### config.mk
export PLATFORM = sky130hd
export DESIGN_NAME = mf_median
export DESIGN_NICKNAME = d
export VERILOG_FILES = /design/src/hw/rtl/mf_pkg.sv /design/src/hw/rtl/mf_median.sv
export SDC_FILE = /design/constraint.sdc
export NUM_CORES = 2
export LEC_CHECK = 0
export BUFFER_PORTS_ARGS = -buffer_cell sky130_fd_sc_hd__buf_2
export CAP_MARGIN = 10
export CORE_AREA = 2 2 559 561
export CTS_CLUSTER_DIAMETER = 80
export DETAILED_ROUTE_END_ITERATION = 10
export DIE_AREA = 0 0 561 563
export PLACE_DENSITY = 0.49
export SLEW_MARGIN = 20
export SYNTH_ARGS = -nofsm -noshare
export SYNTH_HDL_FRONTEND = slang
export SYNTH_SLANG_ARGS = --single-unit
export TNS_END_PERCENT = 10
### constraint.sdc
create_clock -name clock -period 75.3 [get_ports clock]
set_input_delay 15.06 -clock clock [delete_from_list [all_inputs] [get_ports clock]]
set_output_delay 15.06 -clock clock [all_outputs]
set_load 0.01 [all_outputs]
### src/hw/rtl/mf_pkg.sv
// Shared types and constants of the 5x5 median filter.
`timescale 1ns / 1ps
`default_nettype none
package mf_pkg;

   // Pixel and configuration field widths.
   localparam int PIX_W      = 8;
   localparam int WID_W      = 12;
   localparam int HGT_W      = 13;
   localparam int ROW_W      = 12;
   localparam int CSR_IDX_W  = 1;
   localparam int CSR_DATA_W = 13;
   localparam int MAX_HEIGHT = 4096;

   // Configuration register indexes.
   localparam logic [CSR_IDX_W-1:0] REG_IMAGE_WIDTH  = 1'b0;
   localparam logic [CSR_IDX_W-1:0] REG_IMAGE_HEIGHT = 1'b1;

   // Control handed to each row cell.
   typedef struct packed {
      logic rd_en;
      logic shift_en;
   } cell_ctl_type;

   // Control of one request moving into the median pipeline.
   typedef struct packed {
      logic valid;
      logic last;
   } item_ctl_type;

endpackage
`default_nettype wire

### src/hw/rtl/mf_median.sv
// Three-stage rank-counting median of the window.
`timescale 1ns / 1ps
`default_nettype none
module mf_median #(
   parameter int WINDOW_SIDE = 5
) (
   input  wire                                                    clock,
   input  wire                                                    reset,
   input  wire  mf_pkg::item_ctl_type                             in_ctl,
   output logic                                                   in_ready,
   input  wire  [WINDOW_SIDE*WINDOW_SIDE-1:0][mf_pkg::PIX_W-1:0]  window,
   output logic                                                   out_valid,
   input  wire                                                    out_ready,
   output logic [mf_pkg::PIX_W-1:0]                               out_value,
   output logic                                                   out_last
);

   localparam int N  = WINDOW_SIDE * WINDOW_SIDE;
   localparam int RW = $clog2(N);
   localparam int LO = (N - 1) / 2;
   localparam int HI = N / 2;

   logic                                  v1_ff, v2_ff, v3_ff;
   logic                                  last1_ff, last2_ff, last3_ff;
   logic [N-1:0][mf_pkg::PIX_W-1:0]       val1_ff, val2_ff;
   logic [N-1:0][N-1:0]                   prec1_ff;
   logic [N-1:0][N-1:0]                   prec1_in;
   logic [N-1:0][RW-1:0]                  rank2_ff;
   logic [N-1:0][RW-1:0]                  rank2_in;
   logic [N-1:0]                          lo_hit, hi_hit;
   logic [mf_pkg::PIX_W-1:0]              lo_val, hi_val;
   logic [mf_pkg::PIX_W:0]                mid_sum;
   logic [mf_pkg::PIX_W-1:0]              value3_ff;
   logic                                  ready1, ready2, ready3;

   // Each stage moves on when it is empty or the next one is moving.
   assign ready3   = !v3_ff || out_ready;
   assign ready2   = !v2_ff || ready3;
   assign ready1   = !v1_ff || ready2;
   assign in_ready = ready1;

   // Stage one: element j precedes element i, ties broken by position.
   always_comb begin
      for (int i = 0; i < N; i++) begin
         for (int j = 0; j < N; j++) begin
            prec1_in[i][j] = (window[j] < window[i]) || ((window[j] == window[i]) && (j < i));
         end
      end
   end

   // Stage two: the rank of each element is its count of predecessors.
   always_comb begin
      for (int i = 0; i < N; i++) begin
         rank2_in[i] = RW'($countones(prec1_ff[i]));
      end
   end

   // Stage three: pick the middle element or elements by rank.
   always_comb begin
      lo_val = '0;
      hi_val = '0;
      for (int i = 0; i < N; i++) begin
         lo_hit[i] = (rank2_ff[i] == RW'(LO));
         hi_hit[i] = (rank2_ff[i] == RW'(HI));
         lo_val    = lo_val | (lo_hit[i] ? val2_ff[i] : '0);
         hi_val    = hi_val | (hi_hit[i] ? val2_ff[i] : '0);
      end
      mid_sum = {1'b0, lo_val} + {1'b0, hi_val};
   end

   // Stage valid flags.
   always_ff @(posedge clock) begin
      if (reset) begin
         v1_ff <= 1'b0;
         v2_ff <= 1'b0;
         v3_ff <= 1'b0;
      end else begin
         if (ready1) begin
            v1_ff <= in_ctl.valid;
         end
         if (ready2) begin
            v2_ff <= v1_ff;
         end
         if (ready3) begin
            v3_ff <= v2_ff;
         end
      end
   end

   // Stage payloads.
   always_ff @(posedge clock) begin
      if (ready1 && in_ctl.valid) begin
         val1_ff  <= window;
         prec1_ff <= prec1_in;
         last1_ff <= in_ctl.last;
      end
      if (ready2 && v1_ff) begin
         val2_ff  <= val1_ff;
         rank2_ff <= rank2_in;
         last2_ff <= last1_ff;
      end
      if (ready3 && v2_ff) begin
         value3_ff <= mid_sum[mf_pkg::PIX_W:1];
         last3_ff  <= last2_ff;
      end
   end

   assign out_valid = v3_ff;
   assign out_value = value3_ff;
   assign out_last  = last3_ff;

   // Ranks form a permutation, so each middle rank belongs to exactly one element.
   a_lo_unique: assert property (@(posedge clock) disable iff (reset)
      v2_ff |-> $onehot(lo_hit)) else $error("lower middle rank not unique");
   a_hi_unique: assert property (@(posedge clock) disable iff (reset)
      v2_ff |-> $onehot(hi_hit)) else $error("upper middle rank not unique");
   a_stage_hold: assert property (@(posedge clock) disable iff (reset)
      v2_ff && !ready3 |=> v2_ff) else $error("stalled median stage lost its request");

endmodule
`default_nettype wire
Yosys cells after proc, flatten, opt, wreduce, memory -nomap -nowiden
Cells that the tools add are included.
- output and inout port bits: 11
- bits in registers: 1164
- reductions and logical operators: 309
- $add $sub $neg: 601
- equal/unequal tests: 325
- magnitude comparators: 625
- bitwise operators: 24
- multiplexer cells: 25
- operators with widths (operator ; count):
    $lt 8x8->1 ; 625
    $eq 8x8->1 ; 300
    $add 5x5->5 ; 184
    $add 1x1->2 ; 300
    $logic_or 1x1->1 ; 303
    $mux 8 ; 25
    $or 8x8->8 ; 24
    $add 2x2->3 ; 55
    $eq 5x4->1 const B ; 25
    $add 3x3->4 ; 27
    $add 5x1->5 ; 16
    $add 4x1->5 ; 9
    $add 4x4->5 ; 9
    $add 8x8->9 ; 1
    $logic_and 1x1->1 ; 3
    $logic_not 1->1 ; 3

Depth between registers and ports, before layout
- depth after elaboration: 27
- depth in mapped cells: 14
- depth with buffers taken out: 14

Least setup slack after synthesis
No wires, ideal clock.
- path kind: input to register
- start: input port out_ready
- end: register last1_ff, enable pin
- setup slack: 18189 ps
- data required time: 72849 ps
- cell stages on the path: 2
- buffers on the path: 0
- data arrival time: 54660 ps
- cells stage by stage: nor2b_1 a31oi_1
- longest elaborated chain between the ends: 4
- RTL lines (what ; RTL line ; RTL):
    start: declaration ; mf_median.sv:13 ; input wire out_ready,
    $logic_or 1x1->1 ; mf_median.sv:37 ; assign ready3 = !v3_ff || out_ready;
    $logic_or 1x1->1 ; mf_median.sv:38 ; assign ready2 = !v2_ff || ready3;
    $logic_or 1x1->1 ; mf_median.sv:39 ; assign ready1 = !v1_ff || ready2;
    $logic_and 1x1->1 ; mf_median.sv:92 ; if (ready1 && in_ctl.valid) begin
    end signal: assignment ; mf_median.sv:95 ; last1_ff <= in_ctl.last;
    end: declaration ; mf_median.sv:24 ; logic last1_ff, last2_ff, last3_ff;
Every way passes these cells.
A chain may end at the register's enable or synchronous reset.

Worst setup path after layout
- start: input port out_ready
- end: output port in_ready
- longest elaborated chain between the ends: 3
- RTL lines (what ; RTL line ; RTL):
    $logic_or 1x1->1 ; mf_median.sv:37 ;
    $logic_or 1x1->1 ; mf_median.sv:38 ;
    $logic_or 1x1->1 ; mf_median.sv:39 ;
    end: declaration ; mf_median.sv:10 ; output logic in_ready,
Every way passes these cells.

==> impl_metrics.py <==
metrics = {
    "detailed_routing": {
        "finalWirelength_mm": 512,
        "remaining_drc_errors": 0,
        "first_iter_violations": 10400,
        "dr_total_vias": 88000,
        "number_of_nets_with_antenna_violations_after_routing": 0,
        "drt_first_pass_iters": 9,
        "detail_route.wl_per_cell_um": 35.4,
        "routed_via_density": 6.09,
    },
    "worst_setup_path": {
        "crit_path_frequent_cell": "sky130_fd_sc_hd__buf_2",
        "slowest_delay_ns": 0.48,
        "setup.worst_path.end_class": "primary output",
        "worst_path_cell_with_the_longest_stage_delay": "sky130_fd_sc_hd__nor2b_1",
        "crit_buf_inv": 2,
        "worstPathMaxFanout": 6,
        "critical_path_class": "input port to primary output",
        "critPathArrivalTime_ns": 16.04,
        "timing.critical_path.max_delay_family": "simple AND/OR/NAND/NOR gates",
        "cp_data_required_time_ns": 60.24,
        "critical_path.cell_chain": "buf_2 -> nor2b_1 -> nand3_1 -> buf_2",
        "crit_path_start_kind": "input port",
    },
    "pwr": {
        "powerDensity_nw_per_um2": 32.9,
        "static-leakage-power_nw": 56.4,
        "vdd.ir_drop.worst_uv": 29.3,
    },
    "clocking": {
        "clock_tree_from_tritoncts": "done",
        "cts_resized": 0,
        "post_cts.repair.setup_buffers": 0,
        "worst_setup_hold_path_clk_slew_ns": 0.06,
        "cts-buffers-inserted": 165,
        "clock_tree.buffer_depth": 4,
        "clk-insertion-delay-late_ns": 0.89,
        "ctsHtreeMaxLevel": 4,
        "clockRootBuffer": "sky130_fd_sc_hd__clkbuf_16",
        "cts_hold_buffers": 0,
        "clock-sinks": 1139,
    },
    "run_status": {
        "status": "complete, no violations",
    },
    "global_route": {
        "grt_max_degree": 139,
        "groute.usage.overall": 0.317,
        "vias_in_the_first_global_route": 85300,
        "initial_antenna_violation_count": 69,
        "global_route_wire_length_before_repair_mm": 688,
        "grt-ovfl-total": 0,
    },
    "timing": {
        "rsz0062_at_grt": "false",
        "final-setup-viol-count": 0,
        "clock_skew_ns": 0.0742,
        "finalCriticalPeriod_ns": 31.10,
        "achievable-frequency_mhz": 32.2,
        "setup_total_negative_slack_ns": 0,
        "timing.max_slew.rel_slack": 0.156,
        "max_slew.worst_pin.slew_ns": 1.25,
        "slew_viol_final": 0,
        "share_of_the_clock_period_used_by_the_worst_path_after_layout": 0.413,
        "hold_viol": 0,
    },
    "hold_path": {
        "min-delay-path-class": "flop to flop",
    },
    "cells_and_area": {
        "drive_above_1_share": 0.0729,
        "flow.area_growth_from_synthesis_pct": 12.6,
        "post-route-util": 0.392,
        "postLayoutCellArea_um2": 122000,
        "n_fill_cell": 29700,
        "num-nets-final": 13700,
    },
    "logic_synthesis": {
        "synth-seq-cells": 1139,
        "synth_edf_count": 1136,
        "ys_async_sr_fraction": 0,
        "synthesis.instances": 9533,
        "post_synth_main_area_contributors": "sky130_fd_sc_hd__ha_1 (33%), sky130_fd_sc_hd__edfxtp_1 (32%), sky130_fd_sc_hd__fa_1 (8.7%)",
        "post_syn_area_um2": 108000,
        "synthesis.area_per_instance_um2": 11.3,
        "count_of_warnings_emitted_by_yosys": 0,
        "area_fraction_of_the_dominant_cell_type_after_synthesis": 0.326,
        "yosysUniqueCellTypes": 41,
        "synth-main-ff-cell": "sky130_fd_sc_hd__edfxtp_1",
        "synth_sequential_area_ratio": 0.316,
        "post-synth-top-area-cell": "sky130_fd_sc_hd__ha_1",
    },
    "floorplanning": {
        "die_area_um2": 316000,
        "fp.dieW_um": 561,
        "io_pins": 216,
        "floorplan.rows": 205,
        "initial_utilization": 0.348,
        "chipHeight_um": 563,
        "floorplan.core_area_um2": 310000,
    },
    "placed_design": {
        "place.gp.congestion": 0.940,
        "cell_area_after_placement_um2": 116000,
        "numPortBuffers": 215,
        "detailed_place_hpwl_mm": 360,
    },
    "flow_run": {
        "max_cap_violations": 0,
    },
}
flip-flops by register name, summed over array words and instances, names as in the netlist:
signal,count
v1_ff,1
last1_ff,1
out_last,1
last2_ff,1
v2_ff,1
out_valid,1
val1_ff,200
out_value,8
val2_ff,200
prec1_ff,600
rank2_ff,125
final cells by class:
| type | instances | area (um^2) | area share |
|---|---|---|---|
| timing repair buffer | 467 | 2990 | 0.0246 |
| clock buffer | 192 | 4290 | 0.0353 |
| antenna | 21 | 52.6 | 0.000432 |
| sequential | 1139 | 34200 | 0.281 |
| inverter | 926 | 3480 | 0.0286 |
| tap | 4140 | 5180 | 0.0426 |
| multi-input combinational | 7469 | 70500 | 0.580 |
| clock inverter | 94 | 973 | 0.00800 |
final timing paths:
| kind | startpoint | end | slack [ns] | depth (start not counted) |
|---|---|---|---|---|
| max | out_ready | in_ready | 44.20 | 4 |
| max reg2reg | prec1_ff[484] | rank2_ff[98] | 70.47 | 10 |
| min reg2reg | val1_ff[10] | val2_ff[10] | 0.40 | 0 |
| min | val1_ff[10] | val2_ff[10] | 0.40 | 0 |
power breakdown:
part	switching, mW	total (mW)	internal, mW
Combinational	1.26	2.20	0.935
Sequential	0.0536	1.01	0.957
Clock	0.329	0.795	0.466
metal layers:
metal / vias to the layer above / global-route usage / part of all wire
met3: 1277 / 0.0621 / 0.091
met4: 14 / 0.204 / 0.077
met5: - / 0 / 0.00018
met1: 44300 / 0.419 / 0.41
met2: 4711 / 0.475 / 0.42
li1: 37700 / - / -
cells by family (layout without fill, tap and decap cells):
logic type	after synthesis	count (layout)	share of synthesized area
AOI/OAI and AO/OA	2274	2274	0.135
xor gates and xnor gates	50	50	0.00405
adders and majority gates	3290	3290	0.414
buffers and inverters	926	1679	0.0322
DFF	1139	1139	0.316
other	2	24	0.0000695
and+or+nand+nor	1852	1852	0.0983
placed cells by master (no fill, tap or decap), types with 27 or more instances in the layout:
cell type	n
sky130_fd_sc_hd__a211oi_1	36
sky130_fd_sc_hd__a21o_1	642
sky130_fd_sc_hd__a21oi_1	608
sky130_fd_sc_hd__a22oi_1	60
sky130_fd_sc_hd__buf_2	215
sky130_fd_sc_hd__buf_4	250
sky130_fd_sc_hd__clkbuf_16	168
sky130_fd_sc_hd__clkinv_1	39
sky130_fd_sc_hd__edfxtp_1	1136
sky130_fd_sc_hd__fa_1	471
sky130_fd_sc_hd__ha_1	2819
sky130_fd_sc_hd__inv_1	890
sky130_fd_sc_hd__nand2_1	58
sky130_fd_sc_hd__nand2b_1	426
sky130_fd_sc_hd__nand3_1	97
sky130_fd_sc_hd__nand4_1	572
sky130_fd_sc_hd__nor2_1	311
sky130_fd_sc_hd__nor2b_1	265
sky130_fd_sc_hd__nor3_1	36
sky130_fd_sc_hd__o21a_1	76
sky130_fd_sc_hd__o21ai_0	366
sky130_fd_sc_hd__o22a_1	208
sky130_fd_sc_hd__o22ai_1	233
sky130_fd_sc_hd__or4_1	27
sky130_fd_sc_hd__xnor2_1	48
cells in the mapped netlist (58+ instances only):
cell / number
sky130_fd_sc_hd__a21o_1: 642
sky130_fd_sc_hd__a21oi_1: 608
sky130_fd_sc_hd__a22oi_1: 60
sky130_fd_sc_hd__edfxtp_1: 1136
sky130_fd_sc_hd__fa_1: 471
sky130_fd_sc_hd__ha_1: 2819
sky130_fd_sc_hd__inv_1: 926
sky130_fd_sc_hd__nand2_1: 58
sky130_fd_sc_hd__nand2b_1: 426
sky130_fd_sc_hd__nand3_1: 97
sky130_fd_sc_hd__nand4_1: 572
sky130_fd_sc_hd__nor2_1: 313
sky130_fd_sc_hd__nor2b_1: 265
sky130_fd_sc_hd__o21a_1: 76
sky130_fd_sc_hd__o21ai_0: 368
sky130_fd_sc_hd__o22a_1: 208
sky130_fd_sc_hd__o22ai_1: 233
stage by stage:
step,std cells,setup WS [ns],power [mW],hold WS (ns)
finish,14400,44.20,4.00,0.404
global route,14400,44.09,4.35,0.406
CTS,14400,44.17,4.00,0.398
detailed placement,14100,44.18,3.19,0.405
global placement,14100,44.15,3.12,0.400
floorplan,9534,18.19,2.56,0.400
(Power assumes the default switching activity.)
